File: src/rtl/skt_pkg.sv
package skt_pkg;

   localparam int KEY_W     = 32;
   localparam int DATA_W    = 32;
   localparam int ENTRIES_W = 5;

   typedef enum logic [1:0] {
      CMD_INSERT     = 2'd0,
      CMD_LOOKUP     = 2'd1,
      CMD_REMOVE     = 2'd2,
      CMD_REMOVE_MIN = 2'd3
   } cmd_type;

   typedef enum logic [1:0] {
      ST_DONE = 2'd0,
      ST_MISS = 2'd1,
      ST_DUP  = 2'd2,
      ST_FULL = 2'd3
   } status_type;

   typedef enum logic [1:0] {
      S_IDLE,
      S_COMPARE,
      S_SCAN,
      S_APPLY
   } state_type;

   typedef struct packed {
      cmd_type            command;
      logic [KEY_W-1:0]   key;
      logic [DATA_W-1:0]  op_count;
      logic [DATA_W-1:0]  balance;
   } req_type;

   typedef struct packed {
      status_type             status;
      logic [KEY_W-1:0]       found_key;
      logic [DATA_W-1:0]      found_ops;
      logic [DATA_W-1:0]      found_balance;
      logic [ENTRIES_W-1:0]   entries;
   } rsp_type;

   typedef struct packed {
      logic [KEY_W-1:0]   key;
      logic [DATA_W-1:0]  ops;
      logic [DATA_W-1:0]  bal;
   } entry_type;

   // Control broadcast from the sequencer to every cell.
   typedef struct packed {
      logic       compare;
      logic       scan;
      logic       apply_ins;
      logic       apply_rm;
      logic       is_min;
      entry_type  req;
   } ctrl_type;

   // Handed from a cell to its right-hand neighbor.
   typedef struct packed {
      logic       head;
      logic       occ;
      logic       below;
      entry_type  entry;
      logic       found_hit;
      entry_type  found;
   } link_type;

endpackage

File: src/rtl/skt_cell.sv
module skt_cell
   import skt_pkg::*;
(
   input  logic       clock,
   input  logic       reset,
   input  ctrl_type   ctrl,
   input  logic       occ,
   input  link_type   left,
   input  entry_type  right_entry,
   output link_type   link_out,
   output entry_type  entry_out
);

   entry_type entry_ff, entry_in;
   logic      below_ff, below_in;
   logic      hit_ff, hit_in;
   logic      found_hit_ff, found_hit_in;
   entry_type found_ff, found_in;

   always_comb begin
      below_in     = below_ff;
      hit_in       = hit_ff;
      found_hit_in = found_hit_ff;
      found_in     = found_ff;
      entry_in     = entry_ff;

      if (ctrl.compare) begin
         below_in = occ & (entry_ff.key < ctrl.req.key);
         if (ctrl.is_min) begin
            hit_in = occ & left.head;
         end else begin
            hit_in = occ & (entry_ff.key == ctrl.req.key);
         end
      end

      // Pass the matching entry down the row, one cell per cycle.
      if (ctrl.scan) begin
         found_hit_in = left.found_hit | hit_ff;
         found_in     = hit_ff ? entry_ff : left.found;
      end

      if (ctrl.apply_ins) begin
         if (!below_ff && left.below) begin
            entry_in = ctrl.req;
         end else if (left.occ && !left.below) begin
            entry_in = left.entry;
         end
      end else if (ctrl.apply_rm) begin
         // close the gap: every cell from the removed one up pulls from the right
         if (ctrl.is_min || !below_ff) begin
            entry_in = right_entry;
         end
      end
   end

   always_ff @(posedge clock) begin
      entry_ff <= entry_in;
      found_ff <= found_in;
      if (reset) begin
         below_ff     <= 1'b0;
         hit_ff       <= 1'b0;
         found_hit_ff <= 1'b0;
      end else begin
         below_ff     <= below_in;
         hit_ff       <= hit_in;
         found_hit_ff <= found_hit_in;
      end
   end

   assign link_out.head      = 1'b0;
   assign link_out.occ       = occ;
   assign link_out.below     = below_ff;
   assign link_out.entry     = entry_ff;
   assign link_out.found_hit = found_hit_ff;
   assign link_out.found     = found_ff;
   assign entry_out          = entry_ff;

endmodule

File: config.mk
export PLATFORM = sky130hd
export DESIGN_NAME = skt_cell
export DESIGN_NICKNAME = d
export VERILOG_FILES = /design/src/rtl/skt_pkg.sv /design/src/rtl/skt_cell.sv
export SDC_FILE = /design/constraint.sdc
export NUM_CORES = 1
export LEC_CHECK = 0
export ABC_AREA = 1
export BUFFER_PORTS_ARGS = -buffer_cell sky130_fd_sc_hd__buf_2
export CAP_MARGIN = 20
export CELL_PAD_IN_SITES_DETAIL_PLACEMENT = 1
export CELL_PAD_IN_SITES_GLOBAL_PLACEMENT = 2
export CORE_AREA = 2 2 270 272
export CTS_CLUSTER_DIAMETER = 150
export CTS_CLUSTER_SIZE = 28
export DETAILED_ROUTE_END_ITERATION = 10
export DIE_AREA = 0 0 272 274
export PLACE_DENSITY = 0.56
export SLEW_MARGIN = 10
export SYNTH_ARGS = -nofsm -noshare
export SYNTH_HDL_FRONTEND = slang
export SYNTH_SLANG_ARGS = --single-unit
File: constraint.sdc
create_clock -name clock -period 11.5 [get_ports clock]
set_input_delay 1.725 -clock clock [delete_from_list [all_inputs] [get_ports clock]]
set_output_delay 1.725 -clock clock [all_outputs]
set_load 0.01 [all_outputs]
==> reports/metrics.csv, run 1 <==
metric;value;unit
synth_top_area_cell;sky130_fd_sc_hd__edfxtp_1;
drt_iter0_drc;392;
numClockSinks;195;
share_of_the_clock_period_used_by_the_worst_path_after_layout;32.0;%
path_cells;buf_2 -> buf_2;
crit-reg2reg-capture;entry_out[46]$_DFFE_PP_;
synth_area_leaders;sky130_fd_sc_hd__edfxtp_1, sky130_fd_sc_hd__nand2_1, sky130_fd_sc_hd__buf_4;
final.setup_skew;22.5;ps
root_buffer;sky130_fd_sc_hd__clkbuf_16;
wire_length_of_the_first_global_routing_pass;75700;µm
post_synth_xor_area_fraction;0;%
cts_max_level;4;
slowest_stage;sky130_fd_sc_hd__buf_2;
vias_per_cell;3.75;
number_of_max_slew_violations_in_the_final_report;0;
antenna_violating_nets_post_route;0;
floorplan.io_pins;688;
number_of_gates_given_a_new_drive_strength_after_cts;0;
clockBufferDepth;2;
r2r_cells;4;
grt_max_degree;70;
grt_util_all_layers;14.1;%
final-setup-viol-count;0;
postSynth.asyncResetShare;0;%
dp_hpwl;42900;µm
setup_repair_after_global_routing_missed_its_margin;false;
route.detailed.wl_per_inst;19.9;µm
layout.cells.most_common;sky130_fd_sc_hd__buf_2;
placement_rows;99;
totalNegativeSetupSlack;0;ps
finalHoldViolCount;0;
r2r_slack;9120;ps
synth-warning-count;0;
floorplan.initialDensity;14.8;%
post_cts.repair.setup_buffers;0;
layout_common_cells;sky130_fd_sc_hd__buf_2, sky130_fd_sc_hd__nand2_1, sky130_fd_sc_hd__edfxtp_1, sky130_fd_sc_hd__o21ai_0, sky130_fd_sc_hd__nor2_1;
yosys.area_share.simple;19.4;%
p_leak;7.09;nW
fin_hold_ws;526;ps
synth_top_flop_cell;sky130_fd_sc_hd__edfxtp_1;
sequential_share_of_the_synthesized_area;54.9;%
first_global_vias;10900;
setup.worst_path.start_class;primary input;
critical_path_stages;2;
timing.hold.worst.class;reg -> reg;
compound_gate_portion_of_the_synthesized_area;10.1;%
route.detailed.drc;0;
critical_path.top_delay_family;buffers and inverters;
core_area;0.0720;mm²
irDropWorstVdd;0.0000895;V
critPathLaunch;occ;
clkLatencyLatePin;490;ps
routed_vias;10200;
path_clk_slew;80;ps
syn-instance-count;1197;
synthDistinctLibCells;23;
postRouteWirelength;54400;µm
worst-path-max-fanout;2;
flow.area_growth_from_synthesis;40.2;%
post_route_cells_drive_above_1_share;41.5;%
gp_congestion;0.808;
mux_share_of_post_synthesis_cell_area;0;%
antenna_found_initial;16;
syn-cell-area;0.0106;mm²
p_per_area;130;mW/mm²
dominant_combinational_cell_family_by_area_after_synthesis;simple AND/OR/NAND/NOR gates;
synth-edff-count;192;
critPathKind;in -> out;
die_width;272;µm
max_slew.worst_pin.slew;995;ps
synthesis.nets;1625;
setup.worst_path.end_class;output port;
ctsHoldBuffers;0;
timing.critical_path.required;9780;ps
endpoint_of_the_most_critical_setup_path;link_out[194];
timing.critical_path.mode_cell;sky130_fd_sc_hd__buf_2;
die_area;0.0745;mm²
run_status;complete, no violations;
cts_made_buffers;17;
portBuffers;686;
layout.filler_cells;8715;
dr.pass1.iters;6;
flops_latches_synth;195;
floorplan.die.height;274;µm
avgSynthCellArea;8.87;µm²
reg2reg_from;below_ff$_SDFFE_PP0P_;
synth_top_cell_area_share;54.3;%
critical_path.n_buffers_inverters;2;
global_route_congestion_overflow_total;0;
max_slew_margin;33.6;%
post-route-min-period;3680;ps
final_net_count;2178;
worst_hold_start;found_hit_ff$_SDFFE_PP0P_;
fmaxAchievable;0.272;GHz
clock_tree_from_tritoncts;built;
max_stage_delay;130;ps
synth-adder-area-share;3.77;%
maxCapViolations;0;
worst_ep_arrival_time;1960;ps
[worst min-delay path by stage]
stage / end / slack [ps] / cells past startpoint
2_1_floorplan: found_hit_ff$_SDFFE_PP0P_ / 470 / 2
3_3_place_gp: found_hit_ff$_SDFFE_PP0P_ / 480 / 2
3_5_place_dp: found_hit_ff$_SDFFE_PP0P_ / 510 / 2
4_1_cts: found_hit_ff$_SDFFE_PP0P_ / 530 / 2
5_1_grt: found_hit_ff$_SDFFE_PP0P_ / 550 / 2
6_report: found_hit_ff$_SDFFE_PP0P_ / 530 / 2
[kinds of logic after synthesis]
logic type                 Yosys count
AOI/OAI and AO/OA                  214
adders and majority gates           32
buffers and inverters              210
other                                1
DFF                                195
and+or+nand+nor                    545
[area by class of cell]
type	count	area, µm²	share of cell area [%]
Sequential cell	195	5830	39.1
Timing Repair Buffer	696	3510	23.6
Inverter	48	188	1.26
Antenna cell	11	27.5	0.185
Multi-Input combinational cell	792	3560	23.9
Clock inverter	14	146	0.983
Tap cell	959	1200	8.06
Clock buffer	17	425	2.86
[synthesized netlist by cell type (2+ instances only)]
library cell	number
sky130_fd_sc_hd__clkbuf_2	2
sky130_fd_sc_hd__a21oi_1	16
sky130_fd_sc_hd__nor2_1	111
sky130_fd_sc_hd__nand4_1	2
sky130_fd_sc_hd__buf_2	25
sky130_fd_sc_hd__clkbuf_1	27
sky130_fd_sc_hd__o21ai_1	59
sky130_fd_sc_hd__dfxtp_1	3
sky130_fd_sc_hd__buf_6	5
sky130_fd_sc_hd__inv_1	45
sky130_fd_sc_hd__buf_4	103
sky130_fd_sc_hd__inv_2	3
sky130_fd_sc_hd__ha_1	32
sky130_fd_sc_hd__edfxtp_1	192
sky130_fd_sc_hd__nand2_1	427
sky130_fd_sc_hd__o21ai_0	136
sky130_fd_sc_hd__nand3_1	3
[registers in the layout, summed over array words and instances, names as in the netlist]
signal,flops
entry_out,96
link_out,96
below_ff,1
found_hit_ff,1
hit_ff,1
[routing by layer]
layer	GRT usage, %	part of all wire (%)
met4	5.05	1.6
met5	0	0.11
met2	24.4	51
met1	16.9	42
met3	3.42	5.0
[where the power goes]
part,switching [mW],internal [mW],total (mW)
combinational,0.231,0.156,0.387
clock,0.327,0.305,0.632
sequential,0.0602,0.859,0.920
[per-stage QoR]
| stage | total power [mW] | instances | area, µm² | worst slack (ps) | util [%] |
|---|---|---|---|---|---|
| 2_1_floorplan | 1.13 | 1197 | 10600 | 3500 | - |
| 3_3_place_gp | 1.33 | 2690 | 14300 | 7670 | 19.9 |
| 3_5_place_dp | 1.34 | 2690 | 14300 | 7640 | 19.9 |
| 4_1_cts | 1.99 | 2721 | 14900 | 7820 | 20.7 |
| 5_1_grt | 2.05 | 2732 | 14900 | 7810 | 20.7 |
| 6_report | 1.94 | 2732 | 14900 | 7820 | 20.7 |
No activity file was read; power rests on OpenSTA's default activity.
==> run 2, diff against run 1 <==
Settings changed: CORE_AREA 2 2 270 272 to 2 2 268 270, DIE_AREA 0 0 272 274 to 0 0 270 272, PLACE_DENSITY 0.56 to 0.57.
Clock period 11.5 ns to 3.7 ns, I/O delays scaled along.
==> run 2 against run 1 <==
Routed wire length is 0.32% higher. Die area fell by 1.5%. Critical endpoint is now link_out[95]$_DFFE_PP_. Largest cell class unchanged. Design area is 1.2% higher. Non-clock buffer count up 5. Highest routed layer unchanged. Critical path type is now reg -> reg. Clock power grew to 3.4 times the previous value.
==> reports/metrics.csv, run 2 (same netlist as run 1, synthesis figures left out) <==
metric;value;unit;change
run_status;complete, no violations;;unchanged
final-setup-viol-count;0;;unchanged
p_sw_share;31.8;%;was 31.9%
route.detailed.drc;0;;unchanged
die_area;0.0734;mm²;was 0.0745 mm²
post_cts.repair.setup_buffers;0;;unchanged
power.clock.fraction;34.7;%;was 32.6%
die_width;270;µm;was 272 µm
critPathKind;reg -> reg;;was in -> out
placement_rows;98;;was 99
dr.pass1.iters;4;;was 6
layout.cells.most_common;sky130_fd_sc_hd__buf_2;;unchanged
p_per_area;417;mW/mm²;was 130 mW/mm²
clock_tree_from_tritoncts;built;;unchanged
numClockSinks;195;;unchanged
worst_ep_arrival_time;2340;ps;was 1960 ps
grt_util_all_layers;14.3;%;was 14.1%
dp_hpwl;42100;µm;was 42,900 µm
root_buffer;sky130_fd_sc_hd__clkbuf_16;;unchanged
r2r_cells;4;;unchanged
totalNegativeSetupSlack;0;ps;unchanged
setup_repair_after_global_routing_missed_its_margin;false;;unchanged
timing.critical_path.required;3940;ps;was 9780 ps
routed_vias;10300;;was 10,200
irDropWorstVdd;0.000293;V;was 0.0000895 V
clkLatencyLatePin;500;ps;was 490 ps
fmaxAchievable;0.476;GHz;
worst-path-max-fanout;52;;was 2
antenna_found_initial;9;;was 16
sequentialPowerShare;45.6;%;was 47.4%
design_power_total;6.28;mW;was 1.94 mW
post-route-min-period;2100;ps;
first_global_vias;10800;;was 10,900
combinationalPowerShare;19.7;%;was 20.0%
number_of_gates_given_a_new_drive_strength_after_cts;0;;unchanged
flow.area_growth_from_synthesis;41.9;%;was 40.2%
ctsHoldBuffers;0;;unchanged
core_area;0.0708;mm²;was 0.0720 mm²
floorplan.die.height;272;µm;was 274 µm
final.setup_skew;20.8;ps;was 22.5 ps
clockBufferDepth;2;;unchanged
pre_cts_ws;1290;ps;was 7640 ps
maxCapViolations;0;;unchanged
p_leak;7.18;nW;was 7.09 nW
post_route_cells_drive_above_1_share;41.8;%;was 41.5%
antenna_violating_nets_post_route;0;;unchanged
worst_hold_path.num_cells;2;;unchanged
netSwitchingPower;2.00;mW;was 0.618 mW
cts_max_level;4;;unchanged
power_report.internal_total;4.28;mW;was 1.32 mW
gp_congestion;0.846;;was 0.808
final_net_count;2183;;was 2,178
global_route_congestion_overflow_total;0;;unchanged
max_slew.worst_pin.slew;752;ps;was 995 ps
route.detailed.wl_per_inst;20.0;µm;was 19.9 µm
finalHoldViolCount;0;;unchanged
timing.hold.worst.class;in -> reg;;was reg -> reg
wire_length_of_the_first_global_routing_pass;76500;µm;was 75,700 µm
share_of_the_clock_period_used_by_the_worst_path_after_layout;56.8;%;
postRouteWirelength;54600;µm;was 54,400 µm
vias_per_cell;3.79;;was 3.75
setup.worst_path.start_class;flop;;was primary input
layout_common_cells;sky130_fd_sc_hd__buf_2, sky130_fd_sc_hd__nand2_1, sky130_fd_sc_hd__edfxtp_1, sky130_fd_sc_hd__o21ai_0, sky130_fd_sc_hd__nor2_1;;unchanged
max_slew_margin;49.9;%;was 33.6%
setup.worst_path.end_class;flop;;was output port
floorplan.initialDensity;15.0;%;was 14.8%
grt_max_degree;97;;was 70
timing.final.ws_setup;1600;ps;was 7820 ps
drt_iter0_drc;500;;was 392
cts_made_buffers;17;;unchanged
path_clk_slew;80;ps;about the same
floorplan.io_pins;688;;unchanged
portBuffers;686;;unchanged
number_of_max_slew_violations_in_the_final_report;0;;unchanged
layout.filler_cells;8607;;was 8,715
[run 2: changes by cell type in the layout (fill, tap and decap cells not counted), moves of 2 or more]
cell | previous run | this run
sky130_fd_sc_hd__buf_12 | 0 | 6
sky130_fd_sc_hd__bufinv_16 | 1 | 3
sky130_fd_sc_hd__clkinv_1 | 2 | 0
sky130_fd_sc_hd__clkinv_8 | 1 | 3
sky130_fd_sc_hd__diode_2 | 11 | 6
sky130_fd_sc_hd__inv_6 | 4 | 1
sky130_fd_sc_hd__inv_8 | 2 | 4
[run 2: through the flow]
stage	instances	util [%]	hold slack [ps]	cell area, µm²
2_1_floorplan	1197	-	470	10600
3_3_place_gp	2686	20.3	484	14400
3_5_place_dp	2686	20.3	492	14400
4_1_cts	2718	21.3	241	15100
5_1_grt	2724	21.3	256	15100
6_report	2724	21.3	296	15100
[run 2: routing by layer]
| layer | GRT usage (%) | vias to the layer above | wire length, µm |
|---|---|---|---|
| met4 | 4.17 | 6 | 704 |
| li1 | - | 4973 | - |
| met3 | 3.63 | 43 | 2920 |
| met5 | 0 | - | 41 |
| met2 | 24.9 | 346 | 27600 |
| met1 | 17.4 | 4969 | 23200 |
[run 2: path summary, 6_finish.rpt]
check / slack (ps) / from / end
worst min-delay path: 300 / reset / hit_ff$_SDFFE_PP0P_
worst min register to register: 500 / found_hit_ff$_SDFFE_PP0P_ / found_hit_ff$_SDFFE_PP0P_
worst max register to register: 1600 / hit_ff$_SDFFE_PP0P_ / link_out[95]$_DFFE_PP_
worst max-delay path: 1600 / hit_ff$_SDFFE_PP0P_ / link_out[95]$_DFFE_PP_
[run 2: critical path, cell delays in order, from the launching register on]
cell and delay, ps:
sky130_fd_sc_hd__dfxtp_4 780, sky130_fd_sc_hd__inv_4 330, sky130_fd_sc_hd__buf_4 370, sky130_fd_sc_hd__nand2_1 160, sky130_fd_sc_hd__nand2_1 60
[run 2: layout make-up]
cell class / instances / area [µm²] / share of cell area, %
clock buffer: 17 / 425 / 2.82
inverter: 48 / 188 / 1.25
tap: 950 / 1190 / 7.89
sequential: 195 / 5830 / 38.7
clock inverter: 15 / 235 / 1.56
timing repair buffer: 701 / 3630 / 24.1
multi-input combinational: 792 / 3560 / 23.6
antenna: 6 / 15.0 / 0.0996
[run 2: power by group through the flow]
stage | sequential, mW | clock (mW) | combinational, mW
final | 2.86 | 2.18 | 1.24
after CTS | 2.87 | 2.28 | 1.27
after floorplan | 2.92 | 0 | 0.596
after global routing | 2.89 | 2.34 | 1.38
after detailed placement | 2.92 | 0 | 1.26
after global placement | 2.92 | 0 | 1.25
==> run 3, diff against run 2 <==
Settings changed: ABC_AREA 1 to 0, CORE_AREA 2 2 268 270 to 2 2 265 267, DIE_AREA 0 0 270 272 to 0 0 267 269, PLACE_DENSITY 0.57 to 0.54.
Clock period 3.7 ns to 2 ns, I/O delays scaled along.
==> run 3 against run 2 <==
Sequential share of layout area shrank 1.3 points. Setup slack got worse by 1500 ps. Power increased by 83%. Clock skew rose by 2.5 ps. First-iteration DRC count down 24%. Global-route usage is 1.3 points lower. Non-clock buffer count is 49 higher. Die area is 2.2% lower. Area after synthesis is 0.22% higher. Clock-buffer cell count did not move. Via count down 13%. Critical path type unchanged. Largest power group unchanged. Highest routed layer unchanged.
==> reports/metrics.csv, run 3 <==
metric;value;unit;change
run_status;complete, no violations;;unchanged
synth-warning-count;0;;unchanged
cts_made_buffers;17;;unchanged
placement_rows;97;;was 98
setup.worst_path.start_class;flop;;unchanged
timing.hold.worst.class;in -> reg;;unchanged
timing.final.ws_setup;130;ps;was 1600 ps
floorplan.io_pins;688;;unchanged
syn-cell-area;0.0106;mm²;about the same
wire_length_of_the_first_global_routing_pass;66400;µm;was 76,500 µm
worst-path-max-fanout;3;;was 52
gp_congestion;0.809;;was 0.846
layout.filler_cells;8024;;was 8,607
totalNegativeSetupSlack;0;ps;unchanged
timing.critical_path.required;2380;ps;was 3940 ps
clkLatencyLatePin;490;ps;was 500 ps
post_route_cells_drive_above_1_share;59.5;%;was 41.8%
synthDistinctLibCells;31;;was 23
routed_vias;8954;;was 10,300
route.detailed.drc;0;;unchanged
max_slew_margin;51.6;%;was 49.9%
setup.worst_path.end_class;flop;;unchanged
vias_per_cell;3.68;;was 3.79
path_clk_slew;80;ps;about the same
post-synth-top-count-cell;sky130_fd_sc_hd__edfxtp_1;;was sky130_fd_sc_hd__nand2_1
antenna_violating_nets_post_route;0;;unchanged
global_route_congestion_overflow_total;0;;unchanged
synth_area_leaders;sky130_fd_sc_hd__edfxtp_1, sky130_fd_sc_hd__mux2_2, sky130_fd_sc_hd__mux2i_1;;was sky130_fd_sc_hd__edfxtp_1, sky130_fd_sc_hd__nand2_1, sky130_fd_sc_hd__buf_4
postSynth.asyncResetShare;0;%;unchanged
synth-edff-count;192;;unchanged
floorplan.initialDensity;15.4;%;was 15.0%
maxCapViolations;0;;unchanged
placed_area;0.0149;mm²;was 0.0144 mm²
fmaxAchievable;0.535;GHz;was 0.476 GHz
synth_top_area_cell;sky130_fd_sc_hd__edfxtp_1;;unchanged
postRouteWirelength;48900;µm;was 54,600 µm
setup_repair_after_global_routing_missed_its_margin;true;;was false
synth_top_cell_area_share;54.2;%;was 54.3%
layout.cells.most_common;sky130_fd_sc_hd__buf_2;;unchanged
number_of_max_slew_violations_in_the_final_report;0;;unchanged
clockBufferDepth;2;;unchanged
instances_no_fill;2435;;was 2,724
ctsHoldBuffers;0;;unchanged
die_area;0.0718;mm²;was 0.0734 mm²
first_global_vias;9486;;was 10,800
p_leak;7.01;nW;was 7.18 nW
multi_input_comb_area;0.00375;mm²;was 0.00356 mm²
share_of_the_clock_period_used_by_the_worst_path_after_layout;93.5;%;was 56.8%
p_per_area;738;mW/mm²;was 417 mW/mm²
final-setup-viol-count;0;;unchanged
sequential_cell_area;0.00583;mm²;unchanged
synth_top_flop_cell;sky130_fd_sc_hd__edfxtp_1;;unchanged
die_width;267;µm;was 270 µm
synthesis.nets;1283;;was 1,625
final_net_count;1908;;was 2,183
clock_tree_from_tritoncts;built;;unchanged
layout_common_cells;sky130_fd_sc_hd__buf_2, sky130_fd_sc_hd__edfxtp_1, sky130_fd_sc_hd__a21oi_1, sky130_fd_sc_hd__nor2_1, sky130_fd_sc_hd__mux2i_1;;was sky130_fd_sc_hd__buf_2, sky130_fd_sc_hd__nand2_1, sky130_fd_sc_hd__edfxtp_1, sky130_fd_sc_hd__o21ai_0, sky130_fd_sc_hd__nor2_1
critPathKind;reg -> reg;;unchanged
syn-instance-count;855;;was 1,197
grt_util_all_layers;13.0;%;was 14.3%
flops_latches_synth;195;;unchanged
dp_hpwl;39400;µm;was 42,100 µm
stdcell_area;0.0156;mm²;was 0.0151 mm²
dpl.cell_count;2395;;was 2,686
avgSynthCellArea;12.4;µm²;was 8.87 µm²
flow.area_growth_from_synthesis;46.4;%;was 41.9%
post-route-min-period;1870;ps;was 2100 ps
dr.pass1.iters;4;;unchanged
finalHoldViolCount;0;;unchanged
sequential_share_of_the_synthesized_area;54.7;%;was 54.9%
grt_max_degree;143;;was 97
cts_max_level;4;;unchanged
numClockSinks;195;;unchanged
max_slew.worst_pin.slew;726;ps;was 752 ps
final.setup_skew;23.4;ps;was 20.8 ps
root_buffer;sky130_fd_sc_hd__clkbuf_16;;unchanged
antenna_found_initial;10;;was 9
portBuffers;686;;unchanged
drt_iter0_drc;378;;was 500
irDropWorstVdd;0.000522;V;was 0.000293 V
floorplan.die.height;269;µm;was 272 µm
worst_ep_arrival_time;2250;ps;was 2340 ps
pre_cts_ws;-238;ps;was 1290 ps
synth.top_cells.by_count;sky130_fd_sc_hd__edfxtp_1, sky130_fd_sc_hd__a21oi_1, sky130_fd_sc_hd__buf_4;;was sky130_fd_sc_hd__nand2_1, sky130_fd_sc_hd__edfxtp_1, sky130_fd_sc_hd__o21ai_0
route.detailed.wl_per_inst;20.1;µm;was 20.0 µm
core_area;0.0693;mm²;was 0.0708 mm²
## run 3: through the flow
stage	util, %	power, mW	hold slack [ps]
after global placement	21.5	7.90	486
after CTS	22.3	11.7	5.35
after global routing	22.5	12.1	26.0
after floorplan	-	6.61	372
after detailed placement	21.5	7.92	505
final	22.5	11.5	70.5
## run 3: power by group
part | leakage (nW) | total (mW) | switching [mW] | internal [mW]
Clock | 0.292 | 3.68 | 1.90 | 1.78
Combinational | 4.81 | 2.61 | 1.39 | 1.22
Sequential | 1.90 | 5.20 | 0.263 | 4.94
## run 3: logic make-up (layout without fill, tap and decap cells)
| group | count (synthesis) | count (layout) | synth area share, % |
|---|---|---|---|
| other cells | 1 | 4 | 0.0352 |
| flops | 195 | 195 | 54.7 |
| mux | 193 | 193 | 19.3 |
| simple gates | 132 | 132 | 5.04 |
| buf+inv | 177 | 814 | 10.9 |
| fa+ha+maj | 32 | 32 | 3.76 |
| compound gates | 125 | 125 | 6.26 |
## run 3: worst max-delay path: stages (launching register included)
cell and delay (ps):
sky130_fd_sc_hd__edfxtp_1 440, sky130_fd_sc_hd__ha_4 320, sky130_fd_sc_hd__nand4_1 170, sky130_fd_sc_hd__nor4_4 340
sky130_fd_sc_hd__buf_4 160, sky130_fd_sc_hd__nand4_1 90, sky130_fd_sc_hd__a311oi_1 250
## run 3: metal layers
metal,wire length (µm),global-route usage (%),up-vias
met3,2210,2.98,30
met1,20500,15.8,4371
met2,25600,23.1,287
met4,590,3.66,2
li1,-,-,4264
met5,13,0,-
## run 3: path summary, 6_finish.rpt
path	start	endpoint	slack, ps	depth (start not counted)
worst min register to register	found_hit_ff$_SDFFE_PP0P_	found_hit_ff$_SDFFE_PP0P_	520	2
worst max-delay path	entry_out[94]$_DFFE_PP_	hit_ff$_SDFFE_PP0P_	130	6
worst min-delay path	ctrl[100]	hit_ff$_SDFFE_PP0P_	70	2
worst max register to register	entry_out[94]$_DFFE_PP_	hit_ff$_SDFFE_PP0P_	130	6
## run 3: layout make-up
type                            instances  area share [%]
Sequential cell                       195            37.4
Timing Repair Buffer                  750            26.3
Multi-Input combinational cell        483            24.1
Tap cell                              940            7.55
Clock buffer                           17            2.73
Clock inverter                         14            1.06
Inverter                               33           0.795
Antenna cell                            3          0.0482
## run 3: timing repair
item	in CTS	in global routing
resized for setup	2	7
endpoints found under the hold margin	0	0
endpoints found under the setup margin	1	2
setup buffers	1	5
pin swaps	1	4
